--- src/sv/v3norm_pkg.sv ---
// types and constants shared by the vector normalize core
package v3norm_pkg;

  localparam int InWidth  = 16;
  localparam int FracBits = 14;
  localparam int OutWidth = 16;
  localparam int Lanes    = 3;
  localparam int SqW      = 2 * InWidth - 1;
  localparam int SumW     = 2 * InWidth;
  localparam int ErrW     = SumW + 2 * FracBits + 6;
  localparam int ProdW    = SumW + FracBits + 3;
  localparam int KW       = FracBits + 1;

  typedef struct packed {
    logic signed [InWidth-1:0] comp_x;
    logic signed [InWidth-1:0] comp_y;
    logic signed [InWidth-1:0] comp_z;
  } vec_beat_t;

  typedef struct packed {
    logic signed [OutWidth-1:0] unit_x;
    logic signed [OutWidth-1:0] unit_y;
    logic signed [OutWidth-1:0] unit_z;
    logic                       zero_input;
  } unit_beat_t;

  typedef struct packed {
    logic [Lanes-1:0][ErrW-1:0] err;
    logic [SumW-1:0]            sum;
    logic [Lanes-1:0]           neg;
    logic                       zero;
  } job_t;

endpackage

--- src/sv/v3norm_queue.sv ---
// short job queue between the front end and the iteration pipeline
module v3norm_queue #(
  parameter int QDepth = 2
) (
  input  logic             clk_i,
  input  logic             rst_ni,
  input  logic             push_i,
  input  v3norm_pkg::job_t job_i,
  output logic             full_o,
  output logic             pop_o,
  output v3norm_pkg::job_t head_o
);
  import v3norm_pkg::*;

  localparam int PtrW = $clog2(QDepth);
  localparam int CntW = $clog2(QDepth + 1);

  job_t            mem_q [QDepth];
  logic [PtrW-1:0] wr_ptr_q, wr_ptr_d;
  logic [PtrW-1:0] rd_ptr_q, rd_ptr_d;
  logic [CntW-1:0] cnt_q, cnt_d;

  assign pop_o  = (cnt_q != '0);
  assign full_o = (cnt_q == CntW'(QDepth));
  assign head_o = mem_q[rd_ptr_q];

  always_comb begin
    wr_ptr_d = wr_ptr_q;
    rd_ptr_d = rd_ptr_q;
    if (push_i) begin
      wr_ptr_d = (wr_ptr_q == PtrW'(QDepth - 1)) ? '0 : wr_ptr_q + 1'b1;
    end
    if (pop_o) begin
      rd_ptr_d = (rd_ptr_q == PtrW'(QDepth - 1)) ? '0 : rd_ptr_q + 1'b1;
    end
    cnt_d = cnt_q + CntW'(push_i) - CntW'(pop_o);
  end

  always_ff @(posedge clk_i or negedge rst_ni) begin
    if (!rst_ni) begin
      wr_ptr_q <= '0;
      rd_ptr_q <= '0;
      cnt_q    <= '0;
    end else begin
      wr_ptr_q <= wr_ptr_d;
      rd_ptr_q <= rd_ptr_d;
      cnt_q    <= cnt_d;
    end
  end

  always_ff @(posedge clk_i) begin
    if (push_i) begin
      mem_q[wr_ptr_q] <= job_i;
    end
  end

  a_cnt_bound: assert property (@(posedge clk_i) disable iff (!rst_ni)
    cnt_q <= CntW'(QDepth))
    else $error("queue count above depth");

  a_push_lands: assert property (@(posedge clk_i) disable iff (!rst_ni)
    push_i |=> cnt_q != '0)
    else $error("pushed beat not held in queue");

endmodule

--- config.mk ---
export PLATFORM = sky130hd
export DESIGN_NAME = v3norm_queue
export DESIGN_NICKNAME = d
export VERILOG_FILES = /design/src/sv/v3norm_pkg.sv /design/src/sv/v3norm_queue.sv
export SDC_FILE = /design/constraint.sdc
export NUM_CORES = 1
export LEC_CHECK = 0
export BUFFER_PORTS_ARGS = -buffer_cell sky130_fd_sc_hd__buf_2
export CORE_UTILIZATION = 50
export DETAILED_ROUTE_END_ITERATION = 6
export GPL_ROUTABILITY_DRIVEN = 0
export PLACE_DENSITY_LB_ADDON = 0.25
export SYNTH_ARGS = -nofsm -noshare
export SYNTH_HDL_FRONTEND = slang
export SYNTH_SLANG_ARGS = --single-unit
--- constraint.sdc ---
create_clock -name clk_i -period 18.1 [get_ports clk_i]
set_clock_uncertainty 0.05 [all_clocks]
set_input_delay 3.62 -clock clk_i [delete_from_list [all_inputs] [get_ports clk_i]]
set_output_delay 3.62 -clock clk_i [all_outputs]
set_load 0.02 [all_outputs]
---- Yosys cells after proc, flatten, opt, wreduce, memory -nomap -nowiden ----
Memory sizes are Yosys's and may differ from the RTL's.
Index checks and enable logic that the tools add are counted.
operators by class
  equality and inequality tests ........... 1
  add/sub/neg operators ................... 4
  bitwise operators ....................... 0
  shift operators ......................... 0
  multipliers ............................. 0
  reduce and logical (&&, ||, !) cells .... 1
  order comparisons ....................... 0
  muxes and demuxes ....................... 4
  div/mod/pow operators ................... 0
operators with widths
  operator               number
  $mux W1                4
  $add A1 B1 Y1 const B  2
  $add A2 B1 Y2          1
  $eq A2 B2 Y1 const B   1
  $reduce_bool A2 Y1     1
  $sub A2 B1 Y2          1
storage, ports and cells
  logic and storage cells ................. 14
  bits in read-only memories .............. 0
  input port bits ......................... 237
  bits in registers ....................... 4
  latch bits .............................. 0
  output and inout bits ................... 236
  memories ................................ 1
  RAM bits ................................ 468
memory list
  memory  words  bits a word  read ports  clocked after Yosys merged registers in  wr ports  RTL line            RTL
  mem_q   2      234          1           0                                        1         v3norm_queue.sv:18  job_t mem_q [QDepth];

---- Longest topological paths before layout ----
  depth in word-level cells ............... 2
  gate-level depth with buffers ........... 4
  gate-level depth less buffers ........... 3

---- Worst setup path after synthesis ----
Ideal clock, no wire load.
  path kind ............................... input to register
  start ................................... input port push_i
  end ..................................... memory mem_q[0][0] in the netlist's numbering (enable)
  setup slack ............................. 3.493 ns
  library setup time ...................... 0.861 ns
  path buffers ............................ 0
  data arrival time ....................... 13.696 ns
  cell stages on the path ................. 1
  cells stage by stage .................... nor2b_1
between the ends
  word-level cells in the longest chain between the ends .. 2
RTL lines
  item                           RTL line            RTL
  start: declaration             v3norm_queue.sv:7   input logic push_i,
  $mux W1                        v3norm_queue.sv:52  if (push_i) begin
  $mux W1 (not written as such)  v3norm_queue.sv:53  mem_q[wr_ptr_q] <= job_i;
  end: declaration               v3norm_queue.sv:18
No other way between the ends.

==> run_results.csv <==
group,metric,value,unit
run_status,status,"complete, no violations",
global_route,antenna_found_initial,18,
drt,drtIter0Drc,471,
drt,via_per_inst,4.99,
worst_setup_path,required,14.43,ns
sta,worst_pin_slew,1.12,ns
place,io_buffers,472,
global_route,overflow,0,
worst_setup_path,worstSetupStartpointType,"register",
clock_network,clk_path_buf_depth,3,
clock_network,clock-root-buffer,"clkbuf_16",
drt,drt_pre_antenna_iters,7,
finish,multi_input_area,3280,sq um
finish,fin_util,63.2,%
synth,seq_area_frac_synth,80.1,%
drt,top_layer_used,"met5",
clock_network,cts.repair_timing.setup_buffer_count,0,
synth,yosys_warnings,0,
sta,hold_violations,0,
sta,fin_tns_setup,0,ns
sta,finalCritPeriodShare,42.3,%
worst_setup_path,arrival,3.99,ns
drt,routed_wl,36500,um
clock_network,insertion_delay,0.54,ns
drt,wl_met2,18400,um
finish,final_cell_mix,"472 x buf_2, 468 x edfxtp_1, 150 x mux2_4, 84 x mux2_2, 49 x clkbuf_16",
synth,synth_nets,980,
pwr,ir_worst_vdd,0.0969,mV
min_path,min-delay-path-class,"register to register",
finish,seqCellArea,14200,sq um
pwr,power_density,165,nW/um^2
clock_network,cts.clk_slew.worst_paths,0.06,ns
global_route,grt_pass1_vias,8942,
floorplanning,io_pins,473,
job,cap_violations,0,
sta,relSlewSlack,25.7,%
floorplanning,num_rows,68,
finish,area_growth,23.8,%
synth,netlist_area,17700,sq um
drt,num_vias,8712,
clock_network,htreeDepth,2,
worst_setup_path,critPathKind,"register to output pin",
clock_network,cts_tree,"yes",
finish,fin_cells,1746,
finish,nNetsFinal,1485,
sta,slew_violations,0,
clock_network,postCtsHoldBufs,0,
synth,netlist_instances,742,
global_route,grt_max_degree,79,
drt,wl_met1,13200,um
finish,layout_commonest_cell,"buf_2",
clock_network,numClockSinks,472,
floorplanning,core-area,34600,sq um
pwr,cellLeakagePower,0.00864,uW
pwr,finalPower,3610,uW
finish,fillers,2479,
drt,drtAntennaViolNets,0,
drt,wire_per_inst,20.9,um
floorplanning,dieArea,36100,sq um
worst_setup_path,crit_path_end_kind,"output pin",
floorplanning,die_h,190,um
floorplanning,fp.dieW,190,um
finish,drive_above_1_share,61.0,%
synth,yosys_register_bits,472,
place,hpwl,25100,um
place,post-place-cells,1653,
worst_setup_path,crit_fanout,77,
synth,yosysUniqueCellTypes,13,
global_route,grt.total_usage,19.6,%
floorplanning,initial_core_util,51.0,%
global_route,grt_pass1_wl,52200,um
sta,rsz0062_at_grt,"no",
synth,syn_avg_cell_area,23.8,sq um
drt,route.met3.wl,3700,um
drt,remaining_drc_errors,0,
sta,setup_violations,0,
clock_network,cts_resized,0,
sta,period_minus_slack,7.66,ns
sta,hold_ws,0.505,ns
clock_network,cts_made_buffers,47,
sta,max_freq,131,MHz
[routing by layer]
metal  GRT usage [%]  up-vias
met5               0        -
met4            7.44       18
met3            7.54       80
met2            33.8      390
met1            22.0     4230
li1                -     3994
[worst max-delay path, cell delays in order (launching register included)]
cell     delay (ns)
dfrtp_4        0.92
buf_4          0.94
buf_4          0.93
mux2_2         0.42
buf_2          0.16
[report_power, final]
group / leakage [uW] / total (uW) / switching, uW / internal (uW)
Combinational: 0.00351 / 1200 / 690 / 507
Clock: 0.000688 / 887 / 373 / 514
Sequential: 0.00444 / 1520 / 73.5 / 1450
Total: 0.00864 / 3610 / 1140 / 2470
[sequential cells by signal, indices dropped and copies added, names as in the netlist]
name,cells
cnt_q,2
wr_ptr_q,1
mem_q,468
rd_ptr_q,1
[final timing paths]
path	startpoint	endpoint	slack, ns	cells after the start
setup / recovery	rd_ptr_q	head_o[230]	10.45	4
hold / removal	wr_ptr_q	wr_ptr_q	0.50	1
setup reg to reg	wr_ptr_q	mem_q[1][102]	14.83	3
hold reg to reg	wr_ptr_q	wr_ptr_q	0.50	1
max in group asynchronous	rst_ni	rd_ptr_q	15.03	1
min in group asynchronous	rst_ni	rd_ptr_q	2.83	1
[logic make-up after synthesis]
| logic type | share of synthesized area [%] |
|---|---|
| xor+xnor | 0.149 |
| fa+ha+maj | 0.0708 |
| buf+inv | 1.37 |
| flops | 80.1 |
| mux | 18.1 |
| simple gates | 0.198 |
[stage by stage]
stage / cell area (sq um) / setup WS, ns
floorplan: 17700 / 3.49
global placement: 20400 / 10.98
detailed placement: 20400 / 10.94
CTS: 21900 / 10.36
global route: 21900 / 10.21
finish: 21900 / 10.45
[synth_stat cells, drive strengths merged]
master  count  share of area (%)
or2         1              0.035
nand2       1              0.021
xor2        2              0.099
buf        26                1.4
ha          1              0.071
dfrtp       4               0.57
mux2      234                 18
and2        1              0.035
edfxtp    468                 80
xnor2       1              0.050
nor2b       3               0.11
[area by class of cell]
| type | instances | area share (%) |
|---|---|---|
| antenna | 10 | 0.114 |
| clock buffer | 69 | 5.99 |
| clock inverter | 14 | 0.429 |
| multi-input combinational | 244 | 15.0 |
| sequential | 472 | 64.7 |
| tap | 455 | 2.60 |
| timing repair buffer | 482 | 11.1 |
Power figures use the tool's default switching activity.
