### config.mk
export PLATFORM = sky130hd
export DESIGN_NAME = v3norm_front
export DESIGN_NICKNAME = d
export VERILOG_FILES = /design/src/sv/v3norm_pkg.sv /design/src/sv/v3norm_front.sv
export SDC_FILE = /design/constraint.sdc
export NUM_CORES = 2
export LEC_CHECK = 0
export CAP_MARGIN = 30
export CORE_UTILIZATION = 35
export DETAILED_ROUTE_END_ITERATION = 7
export DONT_BUFFER_PORTS = 1
export GPL_TIMING_DRIVEN = 0
export MAX_ROUTING_LAYER = met4
export PLACE_DENSITY = 0.56
export RECOVER_POWER = 100
export SYNTH_ARGS = -nofsm -noshare
export SYNTH_HDL_FRONTEND = slang
export SYNTH_SLANG_ARGS = --single-unit
### constraint.sdc
create_clock -name clk_i -period 6.4 [get_ports clk_i]
set_clock_uncertainty 0.05 [all_clocks]
set_input_delay 1.28 -clock clk_i [delete_from_list [all_inputs] [get_ports clk_i]]
set_output_delay 1.28 -clock clk_i [all_outputs]
set_load 0.02 [all_outputs]
### src/sv/v3norm_pkg.sv
// types and constants shared by the vector normalize core
package v3norm_pkg;

  localparam int InWidth  = 16;
  localparam int FracBits = 14;
  localparam int OutWidth = 16;
  localparam int Lanes    = 3;
  localparam int SqW      = 2 * InWidth - 1;
  localparam int SumW     = 2 * InWidth;
  localparam int ErrW     = SumW + 2 * FracBits + 6;
  localparam int ProdW    = SumW + FracBits + 3;
  localparam int KW       = FracBits + 1;

  typedef struct packed {
    logic signed [InWidth-1:0] comp_x;
    logic signed [InWidth-1:0] comp_y;
    logic signed [InWidth-1:0] comp_z;
  } vec_beat_t;

  typedef struct packed {
    logic signed [OutWidth-1:0] unit_x;
    logic signed [OutWidth-1:0] unit_y;
    logic signed [OutWidth-1:0] unit_z;
    logic                       zero_input;
  } unit_beat_t;

  typedef struct packed {
    logic [Lanes-1:0][ErrW-1:0] err;
    logic [SumW-1:0]            sum;
    logic [Lanes-1:0]           neg;
    logic                       zero;
  } job_t;

endpackage

### src/sv/v3norm_front.sv
// front end: takes beats, squares components, forms the sum and initial error terms
module v3norm_front (
  input  logic                  clk_i,
  input  logic                  rst_ni,
  input  logic                  start,
  input  v3norm_pkg::vec_beat_t vec_i,
  input  logic                  full_i,
  output logic                  busy,
  output logic                  push_o,
  output v3norm_pkg::job_t      job_o
);
  import v3norm_pkg::*;

  logic                         stall;
  logic [Lanes-1:0][InWidth-1:0] comp;
  logic [Lanes-1:0][InWidth-1:0] mag;
  logic [Lanes-1:0][SqW-1:0]    sq;
  logic [Lanes-1:0]             neg;

  logic                         s1_vld_q;
  logic [Lanes-1:0][SqW-1:0]    sq_q;
  logic [Lanes-1:0]             neg_q;

  logic [SumW-1:0]              sum_d;
  job_t                         job_d;
  logic                         s2_vld_q;
  job_t                         job_q;

  assign comp[0] = vec_i.comp_x;
  assign comp[1] = vec_i.comp_y;
  assign comp[2] = vec_i.comp_z;

  for (genvar l = 0; l < Lanes; l++) begin : g_sq
    logic [2*InWidth-1:0] prod;
    assign neg[l]  = comp[l][InWidth-1];
    assign mag[l]  = neg[l] ? (~comp[l] + 1'b1) : comp[l];
    assign prod    = (2*InWidth)'(mag[l]) * (2*InWidth)'(mag[l]);
    assign sq[l]   = prod[SqW-1:0];
  end

  assign sum_d = SumW'(sq_q[0]) + SumW'(sq_q[1]) + SumW'(sq_q[2]);

  always_comb begin
    job_d.sum  = sum_d;
    job_d.neg  = neg_q;
    job_d.zero = (sum_d == '0);
    for (int l = 0; l < Lanes; l++) begin
      job_d.err[l] = (ErrW'(sq_q[l]) << (2 * FracBits + 2)) - ErrW'(sum_d);
    end
  end

  assign stall  = s2_vld_q & full_i;
  assign busy   = stall;
  assign push_o = s2_vld_q & ~full_i;
  assign job_o  = job_q;

  always_ff @(posedge clk_i or negedge rst_ni) begin
    if (!rst_ni) begin
      s1_vld_q <= 1'b0;
      s2_vld_q <= 1'b0;
    end else if (!stall) begin
      s1_vld_q <= start;
      s2_vld_q <= s1_vld_q;
    end
  end

  always_ff @(posedge clk_i) begin
    if (!stall) begin
      if (start) begin
        sq_q  <= sq;
        neg_q <= neg;
      end
      if (s1_vld_q) begin
        job_q <= job_d;
      end
    end
  end

endmodule

======== After elaboration in Yosys (flattened, before gate mapping) ========
Index checks and enable logic that the tools add are counted.
storage, ports and cells
  flip-flop bits (word level) ............. 332
  input port bits ......................... 52
  memories kept ........................... 0
  memory bits (read-only) ................. 0
  memory bits (writable) .................. 0
  bits in latches ......................... 0
  word-level logic and storage cells ...... 36
cells by class
  $lt $le $gt $ge ......................... 0
  bitwise logic cells ..................... 7
  reductions and logical operators ........ 3
  equal/unequal tests ..................... 0
  $add $sub $neg .......................... 8
  multiply operators ...................... 3
  divide/modulo/power cells ............... 0
  multiplexer cells ....................... 3
  shift-type cells ........................ 0
operators with widths
  cell                   number
  $sub 61x32->62         3
  $mul 16x16->31         3
  $add 16x1->16 const B  3
  $mux 16                3
  $not 16->16            3
  $add 31x31->32         1
  $add 32x31->32         1
  $logic_not 32->1       1
  $reduce_and 2->1       2
  $and 1x1->1            2
  $not 1->1              2

======== Logic depth before layout (Yosys ltp) ========
  depth after elaboration ................. 4
  gate-level depth with buffers ........... 34
  mapped depth without buffers ............ 33

======== Worst setup path after synthesis ========
OpenSTA, ideal clock, no wires.
  path kind ............................... in2reg
  start point ............................. in vec_i[16] in the netlist's numbering
  end point ............................... reg sq_q[61] in the netlist's numbering (data pin)
  arrival time ............................ 9.133 ns
  required time ........................... 6.090 ns
  slack ................................... -3.043 ns
  cell stages on the path ................. 32
  cell sequence ........................... inv_1 > clkbuf_1 > ha_1 > nand2_1 > or4_1 > or3_1 > nand2_1 > xor2_1 > inv_1 > clkbuf_1 > nand2_1 > fa_1 > fa_1 > inv_1 > fa_1 > fa_1 > fa_1 > inv_1 > fa_1 > inv_1 > ha_1 > a21o_1 > a21o_1 > a21oi_1 > a21boi_0 > a311oi_1 > o31ai_1 > o21ai_0 > o41a_1 > a21o_1 > a21oi_1 > xnor2_1
between the ends
  cells in the longest elaborated chain, start to end .. 4
ends and longest elaborated chain
  item                        RTL line            text
  start: declaration          v3norm_front.sv:6   input v3norm_pkg::vec_beat_t vec_i,
  $not 16->16                 v3norm_front.sv:36  assign mag[l] = neg[l] ? (~comp[l] + 1'b1) : comp[l];
  $add 16x1->16               v3norm_front.sv:36
  $mux 16 (*)                 v3norm_front.sv:36
  $mul 16x16->31 (*)          v3norm_front.sv:37  assign prod = (2*InWidth)'(mag[l]) * (2*InWidth)'(mag[l]);
  named net g_sq[1].prod[30]  v3norm_front.sv:34  logic [2*InWidth-1:0] prod;
  end signal: assignment      v3norm_front.sv:70  sq_q <= sq;
  end: declaration            v3norm_front.sv:21  logic [Lanes-1:0][SqW-1:0] sq_q;
The timed path passes the listed nets; every way through them passes the cells marked *.
A chain may end at the register's enable or synchronous reset.

======== Worst setup path in the final report ========
Ends and elaborated chain as after synthesis.

==> results.toml <==
[outcome]
status = "complete, but fails checks"
violations = "capacitance limit, slew limit, setup timing"

[cts]
clkLatencyLatePin_ns = 0.63
cts_made_buffers = 30
ctsHtreeMaxLevel = 1
cts_tree = "yes"
cts_root_buf = "clkbuf_16"
cts_buffer_depth = 3
clock-sinks = 256
path_clk_slew_ns = 0.06

[yosys]
ys_ff_latch = 256
yosys_warnings = 0
synth_top_area_frac = 0.3013
ys_top_cells_by_area = "fa_1, edfxtp_1, ha_1"
yosysMostFrequentCell = "inv_1"
ys_types = 87
yosys-top-cells-count = "inv_1, fa_1, ha_1"
async_reset_ff_frac = 0.007813
synth_ff_type = "edfxtp_1"
avgSynthCellArea_um2 = 9.985
yosysSeqAreaShare = 0.2213
yosys.area.top_type = "fa_1"
synth_edf_count = 254
synth_area_um2 = 34690
postSynthCellCount = 3474

[cells_and_area]
drive_gt1_frac = 0.2136
fin_area_um2 = 42110
area_delta_synth_final_pct = 21.39
final_nets = 4628

[drt]
dr.pass1.iters = 6
drt_iter0_drc = 1585
vias = 25110
drc_errors = 0
viasPerCell = 4.973
wl_per_cell_um = 19.69
routed_wl_mm = 99.43
ant_nets = 0

[sta]
fmax_ghz = 0.1243
finalHoldWorstSlack_ns = 0.3043
period_minus_slack_ns = 8.042
setup_violations = 58
tightestPinTransition_ns = 4.104
layout_setup_ws_ns = -1.642
finalCritPeriodShare = 1.257
hold_viol = 0
rsz0062_at_grt = "yes"
slew_headroom = -1.738
final-max-slew-violation-count = 109

[run]
max_cap_viol_count = 2

[worst_setup_path]
arrival_ns = 8.32
r2r-start = "sq_q[10]"
r2r_slack_ns = 0.11
end_kind = "register"
criticalPathCategory = "input port to register"
path_max_fanout = 7
start_kind = "input port"
max_stage_delay_ns = 0.54
worst_path_max_delay_cell = "fa_2"
required_ns = 6.68
crit-reg2reg-capture = "job_o[152]"
r2r_cells = 13

[grt]
grt_pass1_vias = 26030
grt_max_degree = 66
antenna_found_initial = 4
grt.overflow.total = 0
grt_pass1_wl_mm = 151.5
grt_usage = 0.2057

[die]
io_pins = 288
core-area_um2 = 98280
initial_core_util = 0.3530
die_h_um = 316.8
rows = 115
dieArea_um2 = 100400
die_w_um = 316.8

[place]
routabilityCongestion = 0.9089
io_buffers = 0
dp_slack_ns = -3.241
placed_cell_area_um2 = 37800
dpl.hpwl_mm = 80.57

[worst_hold_path]
holdCritPathClass = "input port to asynchronous set/reset pin"
[worst max-delay path, delay by kind of cell]
family,cells,cell delay [ns]
AO/OA/AOI/OAI,10,1.84
XOR/XNOR,2,0.29
adder cells (fa/ha/maj),8,3.23
buffers and inverters,7,0.59
AND/OR/NAND/NOR,5,1.08
[sequential cells by signal (all words and copies together) (netlist names)]
register  cells
s1_vld_q      1
sq_q         90
job_o       161
neg_q         3
s2_vld_q      1
[per-layer routing]
metal,vias to the layer above,routed length (µm),GRT usage,part of all wire
met5,-,0,-,0
met1,12700,42600,0.2640,0.43
met3,108,8557,0.05635,0.086
met2,702,45280,0.3176,0.46
li1,11600,-,-,-
met4,0,2990,0.05769,0.030
[layout make-up]
type | count | area, µm²
antenna | 3 | 7.507
buffer | 126 | 1023
clock buffer | 33 | 762.0
clock inverter | 22 | 220.2
fill | 9459 | 56170
inverter | 738 | 2893
multi-input combinational | 2386 | 26150
sequential | 256 | 7677
tap | 1287 | 1610
timing repair buffer | 197 | 1759
timing repair inverter | 1 | 5.005
[per-stage QoR]
step / setup TNS, ns / instances / utilization
floorplan: -76.29 / 3509 / -
CTS: -52.10 / 4995 / 0.4184
global placement: -380.64 / 4796 / 0.3831
detailed placement: -137.81 / 4808 / 0.3847
finish: -58.13 / 5049 / 0.4285
global route: -76.82 / 5049 / 0.4285
[how the worst max path moves through the flow]
stage,start,endpoint,slack [ns],depth (start not counted)
floorplan,vec_i[16],sq_q[61],-2.15,32
CTS,vec_i[16],sq_q[61],-1.68,32
finish,vec_i[16],sq_q[61],-1.64,32
global placement,vec_i[16],sq_q[61],-3.29,33
global route,vec_i[16],sq_q[61],-1.85,35
detailed placement,vec_i[16],sq_q[61],-3.24,33
[cells by family after synthesis]
| family | after synthesis | share of synthesized area |
|---|---|---|
| buf+inv | 867 | 0.1020 |
| other cells | 2 | 0.0002165 |
| flops | 256 | 0.2213 |
| simple gates | 869 | 0.1166 |
| fa+ha+maj | 840 | 0.4160 |
| mux | 3 | 0.0008657 |
| xor+xnor | 265 | 0.06691 |
| compound gates | 372 | 0.07607 |
[cell usage in the layout, fill, tap and decap left out, types with 61 or more instances in the layout]
cell	n
nor3_1	61
xor2_1	108
nand2_1	248
nor2_1	231
edfxtp_1	254
fa_1	506
inv_1	662
xnor2_1	105
ha_1	274
buf_4	213
[repair_timing]
item | in CTS | in global routing
cloned | 0 | 1
setup buffers | 137 | 65
gates resized for setup | 264 | 153
hold buffers | 0 | 0
pin swaps | 167 | 119
setup endpoints to repair | 79 | 74
Power is left out: the tool's default activity adds up to more than one toggle a clock period on the data nets, which glitch-free logic cannot reach.
